$ cat src/design/wft_pkg.sv
// Shared types and constants for the single-wire RGB LED chain transmitter.
// Holds item kinds, register indexes, reset values and the result record.
// No dependencies.
`timescale 1ns / 1ps

package wft_pkg;

	// Item kinds carried on s_tuser
	localparam logic [1:0] KIND_WRITE = 2'd0;
	localparam logic [1:0] KIND_SEND  = 2'd1;
	localparam logic [1:0] KIND_TICK  = 2'd2;
	localparam logic [1:0] KIND_NOP   = 2'd3;

	// Configuration register indexes
	localparam logic [1:0] CFG_ONE_HIGH  = 2'd0;
	localparam logic [1:0] CFG_ZERO_HIGH = 2'd1;
	localparam logic [1:0] CFG_PERIOD    = 2'd2;
	localparam logic [1:0] CFG_RESET_LOW = 2'd3;

	// Register reset values
	localparam logic [7:0]  ONE_HIGH_RST  = 8'd17;
	localparam logic [7:0]  ZERO_HIGH_RST = 8'd8;
	localparam logic [7:0]  PERIOD_RST    = 8'd25;
	localparam logic [15:0] RESET_LOW_RST = 16'd1000;

	// Last bit index of a pixel (24 bits: green, red, blue)
	localparam logic [4:0] LAST_BIT = 5'd23;

	// Result queue depth and occupancy width
	localparam int RES_DEPTH = 3;

	typedef logic [1:0] res_cnt_t;
	typedef logic [1:0] res_ptr_t;

	// One result item
	typedef struct packed {
		logic rejected;
		logic busy_res;
		logic line_level;
	} res_t;

endpackage

$ cat src/design/wft_out_fifo.sv
// Three-entry result queue between the item logic and the output channel.
// Depends on wft_pkg for the result record and depth.
`timescale 1ns / 1ps

module wft_out_fifo (
	input  logic              clk,
	input  logic              arst_n,
	input  logic              push,
	input  wft_pkg::res_t     push_data,
	output logic              out_valid,
	input  logic              out_ready,
	output wft_pkg::res_t     out_data,
	output wft_pkg::res_cnt_t count
);
	import wft_pkg::*;

	res_t     entry_q [RES_DEPTH];
	res_ptr_t wr_ptr_q;
	res_ptr_t rd_ptr_q;
	res_cnt_t cnt_q;
	logic     pop;

	assign out_valid = (cnt_q != '0);
	assign out_data  = entry_q[rd_ptr_q];
	assign count     = cnt_q;
	assign pop       = out_valid && out_ready;

	// Storage
	always_ff @(posedge clk) begin
		if (push) begin
			entry_q[wr_ptr_q] <= push_data;
		end
	end

	// Pointers and occupancy
	always_ff @(posedge clk or negedge arst_n) begin
		if (!arst_n) begin
			wr_ptr_q <= '0;
			rd_ptr_q <= '0;
			cnt_q    <= '0;
		end else begin
			if (push) begin
				wr_ptr_q <= (wr_ptr_q == res_ptr_t'(RES_DEPTH - 1)) ? '0 : wr_ptr_q + 2'd1;
			end
			if (pop) begin
				rd_ptr_q <= (rd_ptr_q == res_ptr_t'(RES_DEPTH - 1)) ? '0 : rd_ptr_q + 2'd1;
			end
			unique case ({push, pop})
				2'b10:   cnt_q <= cnt_q + 2'd1;
				2'b01:   cnt_q <= cnt_q - 2'd1;
				default: cnt_q <= cnt_q;
			endcase
		end
	end

endmodule

$ cat src/design/ws2812_frame_transmitter_unit.sv
// Single-wire RGB LED chain transmitter: pixel store, bit waveform engine, result queue.
// Depends on wft_pkg and wft_out_fifo.
// Path: an item is captured in the input register, then its result is written into the result queue.
// Throughput: one item per cycle; input stalls while queue plus input register hold three, or while clearing.
// Reset: registers take their reset values, then a clearing pass zeroes the pixel
// store entry by entry, during which s_tready stays low (cfg writes still taken).
`timescale 1ns / 1ps

module ws2812_frame_transmitter_unit #(
	parameter int PIXEL_COUNT = 16
) (
	input  logic        clk,
	input  logic        arst_n,
	// Item input
	input  logic        s_tvalid,
	output logic        s_tready,
	input  logic [31:0] s_tdata,   // pixel_index[3:0], red[11:4], green[19:12], blue[27:20]
	input  logic [1:0]  s_tuser,   // kind[1:0]
	// Result output
	output logic        m_tvalid,
	input  logic        m_tready,
	output logic [7:0]  m_tdata,   // line_level[0], busy_res[1], rejected[2]
	// Configuration writes
	input  logic        cfg_valid,
	output logic        cfg_ready,
	input  logic [1:0]  cfg_index,
	input  logic [15:0] cfg_data
);
	import wft_pkg::*;

	localparam int AW = (PIXEL_COUNT > 1) ? $clog2(PIXEL_COUNT) : 1;
	localparam logic [AW-1:0] LAST_PIX = AW'(PIXEL_COUNT - 1);
	localparam logic [10:0]   PIX_LIMIT = 11'(PIXEL_COUNT);

	// Send sequencer codes
	localparam logic [1:0] PH_IDLE = 2'd0;
	localparam logic [1:0] PH_SEND = 2'd1;
	localparam logic [1:0] PH_GAP  = 2'd2;

	// Configuration registers
	logic [7:0]  one_high_q;
	logic [7:0]  zero_high_q;
	logic [7:0]  period_q;
	logic [15:0] reset_low_q;

	// Input stage
	logic          vld_s1;
	logic [1:0]    kind_s1;
	logic [3:0]    idx_s1;
	logic [7:0]    red_s1;
	logic [7:0]    green_s1;
	logic [7:0]    blue_s1;

	// Sequencer state
	logic [1:0]    phase_q;
	logic [AW-1:0] pix_q;
	logic [4:0]    bit_q;
	logic [7:0]    tick_q;
	logic [15:0]   gap_q;
	logic [23:0]   shift_q;
	logic          line_q;

	// Store clearing after reset
	logic          clr_active_q;
	logic [AW-1:0] clr_addr_q;

	// Pixel store, green-red-blue order
	logic [23:0]   pix_mem [PIXEL_COUNT];
	logic [23:0]   rd_data_q;
	logic [AW-1:0] rd_addr;
	logic          mem_we;
	logic [AW-1:0] mem_waddr;
	logic [23:0]   mem_wdata;

	// Next-state values
	logic [1:0]    phase_d;
	logic [AW-1:0] pix_d;
	logic [4:0]    bit_d;
	logic [7:0]    tick_d;
	logic [15:0]   gap_d;
	logic [23:0]   shift_d;
	logic          line_d;
	logic          rej_d;
	logic          busy;
	logic          wr_hit;
	logic [10:0]   idx_ext;
	logic [AW-1:0] next_pix;
	logic [7:0]    high_len;
	logic [7:0]    period_eff;
	logic [15:0]   gap_len;
	logic [7:0]    tick_inc;
	logic [15:0]   gap_inc;

	// Result queue
	res_t     res_d;
	res_t     res_out;
	res_cnt_t res_cnt;
	logic     s_accept;

	// Input may enter while no clearing pass runs and the queue has room for everything in flight
	assign s_tready = !clr_active_q && ((3'(res_cnt) + 3'(vld_s1)) < 3'(RES_DEPTH));
	assign s_accept = s_tvalid && s_tready;
	assign cfg_ready = 1'b1;

	// Configuration register writes
	always_ff @(posedge clk or negedge arst_n) begin
		if (!arst_n) begin
			one_high_q  <= ONE_HIGH_RST;
			zero_high_q <= ZERO_HIGH_RST;
			period_q    <= PERIOD_RST;
			reset_low_q <= RESET_LOW_RST;
		end else if (cfg_valid) begin
			unique case (cfg_index)
				CFG_ONE_HIGH:  one_high_q  <= cfg_data[7:0];
				CFG_ZERO_HIGH: zero_high_q <= cfg_data[7:0];
				CFG_PERIOD:    period_q    <= cfg_data[7:0];
				CFG_RESET_LOW: reset_low_q <= cfg_data;
			endcase
		end
	end

	// Input register
	always_ff @(posedge clk or negedge arst_n) begin
		if (!arst_n) begin
			vld_s1 <= 1'b0;
		end else begin
			vld_s1 <= s_accept;
		end
	end

	always_ff @(posedge clk) begin
		if (s_accept) begin
			kind_s1  <= s_tuser;
			idx_s1   <= s_tdata[3:0];
			red_s1   <= s_tdata[11:4];
			green_s1 <= s_tdata[19:12];
			blue_s1  <= s_tdata[27:20];
		end
	end

	// Item logic
	assign busy       = (phase_q != PH_IDLE);
	assign idx_ext    = {7'd0, idx_s1};
	assign next_pix   = (pix_q == LAST_PIX) ? '0 : pix_q + AW'(1);
	assign high_len   = shift_q[23] ? one_high_q : zero_high_q;
	assign period_eff = (period_q == 8'd0) ? 8'd1 : period_q;
	assign gap_len    = (reset_low_q == 16'd0) ? 16'd1 : reset_low_q;
	assign tick_inc   = tick_q + 8'd1;
	assign gap_inc    = gap_q + 16'd1;
	assign wr_hit     = vld_s1 && (kind_s1 == KIND_WRITE) && !busy && (idx_ext < PIX_LIMIT);

	always_comb begin
		phase_d = phase_q;
		pix_d   = pix_q;
		bit_d   = bit_q;
		tick_d  = tick_q;
		gap_d   = gap_q;
		shift_d = shift_q;
		line_d  = line_q;
		rej_d   = 1'b0;
		if (vld_s1) begin
			unique case (kind_s1)
				KIND_WRITE: begin
					rej_d = busy;
				end
				KIND_SEND: begin
					if (busy) begin
						rej_d = 1'b1;
					end else begin
						phase_d = PH_SEND;
						pix_d   = '0;
						bit_d   = '0;
						tick_d  = '0;
						gap_d   = '0;
						shift_d = rd_data_q;
					end
				end
				KIND_TICK: begin
					unique case (phase_q)
						PH_SEND: begin
							line_d = (tick_q < high_len);
							tick_d = tick_inc;
							// End of one bit period
							if ((tick_inc >= period_eff) || (tick_inc == 8'd0)) begin
								tick_d  = '0;
								shift_d = {shift_q[22:0], 1'b0};
								bit_d   = bit_q + 5'd1;
								if (bit_q == LAST_BIT) begin
									bit_d = '0;
									if (pix_q == LAST_PIX) begin
										pix_d   = '0;
										gap_d   = '0;
										shift_d = '0;
										phase_d = PH_GAP;
									end else begin
										pix_d   = next_pix;
										shift_d = rd_data_q;
									end
								end
							end
						end
						PH_GAP: begin
							line_d = 1'b0;
							gap_d  = gap_inc;
							if ((gap_inc >= gap_len) || (gap_inc == 16'd0)) begin
								gap_d   = '0;
								phase_d = PH_IDLE;
							end
						end
						default: begin
							line_d = 1'b0;
						end
					endcase
				end
				KIND_NOP: begin
					rej_d = 1'b0;
				end
			endcase
		end
		res_d.line_level = line_d;
		res_d.busy_res   = (phase_d != PH_IDLE);
		res_d.rejected   = rej_d;
	end

	// Sequencer registers
	always_ff @(posedge clk or negedge arst_n) begin
		if (!arst_n) begin
			phase_q <= PH_IDLE;
			pix_q   <= '0;
			bit_q   <= '0;
			tick_q  <= '0;
			gap_q   <= '0;
			shift_q <= '0;
			line_q  <= 1'b0;
		end else begin
			phase_q <= phase_d;
			pix_q   <= pix_d;
			bit_q   <= bit_d;
			tick_q  <= tick_d;
			gap_q   <= gap_d;
			shift_q <= shift_d;
			line_q  <= line_d;
		end
	end

	// Clearing pass over the pixel store
	always_ff @(posedge clk or negedge arst_n) begin
		if (!arst_n) begin
			clr_active_q <= 1'b1;
			clr_addr_q   <= '0;
		end else if (clr_active_q) begin
			clr_addr_q <= clr_addr_q + AW'(1);
			if (clr_addr_q == LAST_PIX) begin
				clr_active_q <= 1'b0;
			end
		end
	end

	// Store port: clearing writes, pixel writes; read follows the next pixel to send
	assign mem_we    = clr_active_q || wr_hit;
	assign mem_waddr = clr_active_q ? clr_addr_q : idx_ext[AW-1:0];
	assign mem_wdata = clr_active_q ? 24'd0 : {green_s1, red_s1, blue_s1};
	assign rd_addr   = (phase_q == PH_SEND) ? next_pix : '0;

	always_ff @(posedge clk) begin
		if (mem_we) begin
			pix_mem[mem_waddr] <= mem_wdata;
		end
		if (mem_we && (mem_waddr == rd_addr)) begin
			rd_data_q <= mem_wdata;
		end else begin
			rd_data_q <= pix_mem[rd_addr];
		end
	end

	// Result queue
	wft_out_fifo u_out_fifo (
		.clk       (clk),
		.arst_n    (arst_n),
		.push      (vld_s1),
		.push_data (res_d),
		.out_valid (m_tvalid),
		.out_ready (m_tready),
		.out_data  (res_out),
		.count     (res_cnt)
	);

	assign m_tdata = {5'd0, res_out.rejected, res_out.busy_res, res_out.line_level};

`ifndef SYNTHESIS
	// No item enters while the store is being cleared
	a_no_accept_in_clear: assert property (@(posedge clk) disable iff (!arst_n)
		clr_active_q |-> !s_tready)
		else $error("item accepted during store clearing");

	// Items in flight never exceed the result queue
	a_inflight_bound: assert property (@(posedge clk) disable iff (!arst_n)
		(3'(res_cnt) + 3'(vld_s1)) <= 3'(RES_DEPTH))
		else $error("result queue overrun");

	// Bit position stays within one pixel
	a_bit_range: assert property (@(posedge clk) disable iff (!arst_n)
		bit_q <= LAST_BIT)
		else $error("bit counter out of range");

	// Line is low whenever no frame or latch gap is running
	a_line_low_idle: assert property (@(posedge clk) disable iff (!arst_n)
		(phase_q == PH_IDLE) |-> !line_q)
		else $error("line high while idle");
`endif

endmodule
$ cat config.mk
export PLATFORM = sky130hd
export DESIGN_NAME = ws2812_frame_transmitter_unit
export DESIGN_NICKNAME = d
export VERILOG_FILES = /design/src/design/wft_pkg.sv /design/src/design/wft_out_fifo.sv /design/src/design/ws2812_frame_transmitter_unit.sv
export SDC_FILE = /design/constraint.sdc
export NUM_CORES = 1
export LEC_CHECK = 0
export BUFFER_PORTS_ARGS = -buffer_cell sky130_fd_sc_hd__buf_2
export CELL_PAD_IN_SITES_DETAIL_PLACEMENT = 1
export CELL_PAD_IN_SITES_GLOBAL_PLACEMENT = 2
export CORE_MARGIN = 10
export CORE_UTILIZATION = 30
export DETAILED_ROUTE_END_ITERATION = 12
export HOLD_SLACK_MARGIN = 0.12
export PLACE_DENSITY_LB_ADDON = 0.1
export SLEW_MARGIN = 40
export SYNTH_ARGS = -nofsm -noshare
export SYNTH_HDL_FRONTEND = slang
export SYNTH_SLANG_ARGS = --single-unit
$ cat constraint.sdc
create_clock -name clk -period 4.8 [get_ports clk]
set_clock_uncertainty 0.2 [all_clocks]
set_input_delay 0.96 -clock clk [delete_from_list [all_inputs] [get_ports clk]]
set_output_delay 0.96 -clock clk [all_outputs]
set_load 0.01 [all_outputs]
### Word-level counts from Yosys, hierarchy flattened

Memory sizes are Yosys's and may differ from the RTL's. A register that Yosys moved wholly into a read port is not among the register bits.
Cells that the tools add are included.

| word-level totals | value |
|---|---|
| register bits | 142 |
| RAM bits | 393 |
| bits of input ports | 57 |
| output and inout bits | 11 |
| logic and storage cells | 149 |
| memories kept | 2 |

| operators by class | value |
|---|---|
| add/sub/neg operators | 10 |
| order comparisons | 5 |
| eq/ne operators | 22 |
| mux-type cells | 58 |
| reductions and logical operators | 30 |

Memories:

| name | words | bits a word | rd ports | clocked after Yosys merged registers in | wr ports | line | text |
|---|---|---|---|---|---|---|---|
| pix_mem | 16 | 24 | 1 | 1 | 1 | ws2812_frame_transmitter_unit.sv:68 | `logic [23:0] pix_mem [PIXEL_COUNT];` |
| u_out_fifo.entry_q | 3 | 3 | 1 | 0 | 1 | wft_out_fifo.sv:17 | `res_t entry_q [RES_DEPTH];` |

Operators by type and width:

| cell | number |
|---|---|
| two-way mux 24 bit | 6 |
| two-way mux 16 bit | 6 |
| case mux 16 bit (2 select lines) | 2 |
| case mux 24 bit (2 select lines) | 1 |
| two-way mux 8 bit | 5 |
| zero test 16 bit | 2 |
| two-way mux 4 bit | 8 |
| two-way mux 5 bit | 4 |
| adder 16 x 1 -> 16 bit (second input constant) | 1 |
| >= comparator 16 bit | 1 |
| zero test 8 bit | 2 |
| two-way mux 2 bit | 8 |
| case mux 8 bit (2 select lines) | 1 |
| == test 2 bit (second input constant) | 7 |
| inequality test 3 bit (second input constant) | 4 |
| case mux 2 bit (2 select lines) | 3 |
| two-way mux 1 bit | 11 |
| case mux 5 bit (2 select lines) | 1 |
| nonzero test 2 bit | 5 |
| adder 4 x 1 -> 4 bit (second input constant) | 2 |
| adder 8 x 1 -> 8 bit (second input constant) | 1 |
| == test 2 x 1 -> 1 bit (second input constant) | 4 |
| == test 4 bit (second input constant) | 2 |
| >= comparator 8 bit | 1 |
| 20 further kinds | 37 |

### Depth between registers and ports, before layout

| depth | value |
|---|---|
| word-level depth | 9 |
| depth in mapped cells | 17 |
| depth with buffers taken out | 14 |

### Cells and area by module

Synthesis repeated with hierarchy kept, for this count alone.

| unflattened totals | value |
|---|---|
| cells, all modules | 1307 |
| area total of the unflattened synthesis | 22540.4 µm² |

By module, submodules not included:

| module | instances | cells an instance | area an instance (µm²) | seq. area each (µm²) |
|---|---|---|---|---|
| ws2812_frame_transmitter_unit | 1 | 1261 | 21929.8 | 15180.8 |
| wft_out_fifo | 1 | 46 | 610.6 | 420.4 |

### Least setup slack after synthesis

OpenSTA, ideal clock, no wires.

| path | value |
|---|---|
| kind | register to register |
| from | reg gap_q[2] |
| to | reg gap_q[9] |
| library setup time | 0.082 ns |
| arrival | 3.779 ns |
| data required time | 4.518 ns |
| setup slack | 0.740 ns |
| cell stages (with the launch flop) | 18 |
| buffers on the path | 3 |
| clock period less this slack | 4.060 ns |
| cell sequence | dfrtp_1 > buf_2 > nand3_1 > or2_2 > clkbuf_1 > nor2_1 > nand2_1 > xnor2_1 > ha_1 > a2111oi_0 > o21ai_0 > a21oi_1 > a211o_1 > nand3_1 > or4b_1 > buf_2 > or4_1 > o211ai_2 |

| between the ends | value |
|---|---|
| longest elaborated chain between the ends | 6 |
| elaborated cells between the ends (all ways) | 7 |
| classes of those cells | add/sub: 1; order compare: 1; mux: 3; reduce/logical: 2 |

RTL lines:

| element | line | text |
|---|---|---|
| start: declaration | ws2812_frame_transmitter_unit.sv:59 | `logic [15:0] gap_q;` |
| start signal: assignment | ws2812_frame_transmitter_unit.sv:240 | `gap_q <= gap_d;` |
| adder 16 x 1 -> 16 bit (*) | ws2812_frame_transmitter_unit.sv:149 | `assign gap_inc = gap_q + 16'd1;` |
| >= comparator 16 bit or zero test 16 bit (tied branches) | ws2812_frame_transmitter_unit.sv:205 | `if ((gap_inc >= gap_len) \|\| (gap_inc == 16'd0)) begin` |
| logical OR 1 bit | ws2812_frame_transmitter_unit.sv:205 |  |
| two-way mux 16 bit (*) | ws2812_frame_transmitter_unit.sv:205 |  |
| case mux 16 bit (2 select lines) (*) | ws2812_frame_transmitter_unit.sv:179 | `unique case (phase_q)` |
| case mux 16 bit (2 select lines) (*) | ws2812_frame_transmitter_unit.sv:162 | `unique case (kind_s1)` |

Mark *: on every way between the ends. The rest lies on a longest branch, timed or not.
A chain may end at the register's enable or synchronous reset.

### Final worst setup path

| path | value |
|---|---|
| from | reg gap_q[4] |
| to | reg gap_q[9] |

The elaborated chain is that of the path after synthesis.

==> metrics.txt <==
crit-path max cell delay between 0.7 and 0.8 ns; CTS Hold Buffers Added 0; # Post-CTS Setup Buffers 0; GPL Wtd Cong roughly 0.7; Total Routed Length 58800 um; Internal Power a little under 0.01 W; crit end category register; Max clock buf depth 3; met1 Use GR 17.3%; H-tree Lvls 3; CP Launch Point gap_q[4]; Detail Route Antenna Nets 0; sequential cell area fraction in the yosys report 69.1%; Max-Slew Margin vs Limit roughly 44%; Synth Register Bits 539; CP top delay family simple AND/OR/NAND/NOR gates; most common cell after layout, fill and taps aside edfxtp_1; Leak a little over 9 nW; Slew Limit Fails 0; status finished clean; largest net degree at the start of global routing 67; Crit Path Max Fanout 8; Clk pwr share a little over a third; met3 GRT Util about 2.6%; commonest cells after routing, fill and taps aside 423 x edfxtp_1, 120 x mux4_2, 99 x dfrtp_1; RR Startpoint gap_q[4]; Total Nets Final about 1500; Post-Route Utilization about 36%; CP Launch Type register; pwr dens a little over 500 mW/mm2; Async S/R FF share, synth between 20 and 25%; Worst EP required 5.11 ns; cts bufs inserted 66; sequential cell area 0.0156 mm2; initial antenna violation count 0; P_sw between 0.003 and 0.004 W; critical path arrival 4.75 ns; Die X-Extent 294 um; vias in the first global route around 13000; hpwl dp around 35000 um; initial drt markers between 500 and 600; r2r endpoint gap_q[9]; Vias around 12000; first-pass GRT wire length between 80000 and 90000 um; fin crit share 92.3%; synth unique cells 63; YS warnings 0; final setup fails 0; Die Area between 0.08 and 0.09 mm2; Critical path buffers and inverters 0; Main synth FF type edfxtp_1; switch share 27.6%; Clock Sink Count roughly 540; Flop pwr share about 45%; maximum vdd ir drop roughly 270 uV; Ant. Diodes 0; MaxCap Viol Count 0; Tightest Pin Transition between 0.8 and 0.9 ns; share of cells above drive strength 1 28.8%; CORE AREA 0.0746 mm2; reg2reg path depth 14; Final Hold Vio Count 0; IO Port Bufs 57; die height approximately 290 um; fin crit period roughly 4.4 ns; Fill cells 7497; row count 100; M2 GR Usage around a quarter; gr busiest metal met2; Logic pwr share a little under a fifth; Post-Syn Area 0.0226 mm2; drc violations 0; Syn Inst Count between 1000 and 1500; Via density between 4 and 5; initial core utilization between 30% and 40%; Post-synth EDFFs ~420; CP Cell Sequence nand4_4, or2_2, nor2_1, nand2_1, xnor2_1, ha_1, a2111oi_0, o21ai_0, a21oi_1, a211o_1, nand3_1, or4b_1, or4_1, o211ai_2; Crit-path slowest cell or4b_1; multi-input logic area roughly 0.0068 mm2; final hold slack 0.139 ns; RSZ-0062 raised after global routing no; # IOs 68; TritonRoute pass-1 iters 6; Crit Path Class register to register; Fin Setup TNS 0 ns; mean post-synth cell area between 15 and 20 um2; Avg WL per Cell approximately 24 um; Total GRT Usage ~14%; area delta synth->final 18.5%; CTS-repair resized insts 0; fmax 226 MHz; worst hold path type primary input to async pin; CTS tree built; GRT Residual Overflow 0; clk_lat worst skew just over 0.6 ns; Root Buffer clkbuf_16; CTS clk-pin slew, worst paths around 0.060 ns; Register-to-Register Setup Slack 0.37 ns
==> routing by layer <==
| layer | vias to the layer above | share of wire (%) |
|---|---|---|
| li1 | 5411 | - |
| met1 | 6290 | 44 |
| met2 | 155 | 50 |
| met3 | 84 | 3.1 |
| met4 | 0 | 2.4 |
| met5 | - | 0 |
==> kinds of logic (layout without fill, tap and decap cells) <==
| kind of cell | Yosys count | after routing | synth area share (%) |
|---|---|---|---|
| AND/OR/NAND/NOR | 290 | 290 | 6.66 |
| other | 2 | 6 | 0.0333 |
| flip-flops | 539 | 539 | 69.1 |
| multiplexers | 175 | 175 | 14.6 |
| buffers and inverters | 104 | 262 | 1.85 |
| AO/OA/AOI/OAI | 153 | 153 | 4.22 |
| adder cells (fa/ha/maj) | 46 | 46 | 2.55 |
| XOR/XNOR | 24 | 24 | 0.931 |
==> cell type report <==
class | instances | share of cell area, %
Tap cell | 969 | 4.53
Sequential cell | 539 | 58.4
Multi-Input combinational cell | 694 | 25.3
Timing Repair Buffer | 103 | 3.03
Inverter | 40 | 0.561
Clock inverter | 34 | 1.51
Clock buffer | 85 | 6.67
==> sequential cells by signal, summed over array words and instances (netlist names), 2 cells and up, named ones only <==
signal,count
u_out_fifo.wr_ptr_q,2
blue_s1,8
one_high_q,8
zero_high_q,8
u_out_fifo.rd_ptr_q,2
red_s1,8
phase_q,2
pix_mem,384
kind_s1,2
shift_q,24
reset_low_q,16
u_out_fifo.count,2
green_s1,8
idx_s1,4
period_q,8
pix_q,4
tick_q,8
gap_q,16
u_out_fifo.entry_q,9
clr_addr_q,4
bit_q,5
==> worst register-to-register path, cell delays in order (launching register included) <==
cell and delay [ns]:
dfrtp_1 0.48, nand4_4 0.12, or2_2 0.38, nor2_1 0.16
nand2_1 0.08, xnor2_1 0.28, ha_1 0.31, a2111oi_0 0.40
o21ai_0 0.17, a21oi_1 0.14, a211o_1 0.15, nand3_1 0.17
or4b_1 0.74, or4_1 0.48, o211ai_2 0.08
==> Yosys cell counts, types with 6 or more instances <==
| cell type | instances | share of area [%] |
|---|---|---|
| inv_1 | 39 | 0.65 |
| xor2_1 | 7 | 0.27 |
| nor2_1 | 57 | 0.95 |
| o31ai_1 | 11 | 0.37 |
| buf_4 | 6 | 0.20 |
| clkbuf_1 | 42 | 0.70 |
| nand2b_1 | 11 | 0.30 |
| mux2_2 | 43 | 2.1 |
| nor2b_1 | 48 | 1.3 |
| o21a_1 | 6 | 0.20 |
| o211ai_1 | 7 | 0.23 |
| nand4_1 | 10 | 0.28 |
| nand2_1 | 81 | 1.3 |
| dfstp_2 | 13 | 1.5 |
| o21ai_0 | 39 | 0.86 |
| or3_1 | 7 | 0.19 |
| a21o_1 | 8 | 0.27 |
| mux2i_1 | 12 | 0.53 |
| dfrtp_1 | 99 | 11 |
| buf_1 | 12 | 0.20 |
| ha_1 | 46 | 2.5 |
| a21oi_1 | 57 | 1.3 |
| xnor2_1 | 17 | 0.66 |
| nor4_1 | 9 | 0.25 |
| edfxtp_1 | 423 | 56 |
| mux4_2 | 120 | 12 |
| nand3_1 | 20 | 0.44 |
| nor3_1 | 12 | 0.27 |
| nand3b_1 | 8 | 0.27 |
==> per-stage QoR <==
stage	worst slack [ns]	std cells	cell area (um2)	total power (W)
2_1_floorplan	0.740	1337	22600	0.00781
3_3_place_gp	0.256	2343	24500	0.00873
3_5_place_dp	0.278	2344	24500	0.00880
4_1_cts	0.251	2463	26700	0.0139
5_1_grt	0.0201	2464	26800	0.0143
6_report	0.368	2464	26800	0.0136
==> power groups by stage <==
| stage | Clock [W] | Sequential (W) | Combinational [W] |
|---|---|---|---|
| after floorplan | 0 | 0.00600 | 0.00181 |
| after global placement | 0 | 0.00624 | 0.00249 |
| after detailed placement | 0 | 0.00625 | 0.00255 |
| after CTS | 0.00516 | 0.00616 | 0.00256 |
| after global routing | 0.00534 | 0.00615 | 0.00285 |
| final | 0.00499 | 0.00609 | 0.00254 |
==> how the worst max path moves through the flow <==
| stage | endpoint | slack (ns) | depth (start not counted) |
|---|---|---|---|
| CTS | gap_q[9] | 0.25 | 14 |
| floorplan | gap_q[9] | 0.74 | 17 |
| finish | gap_q[9] | 0.37 | 14 |
| global placement | gap_q[9] | 0.26 | 14 |
| detailed placement | gap_q[9] | 0.28 | 14 |
| global route | gap_q[9] | 0.02 | 14 |
Power figures use the tool's default switching activity.
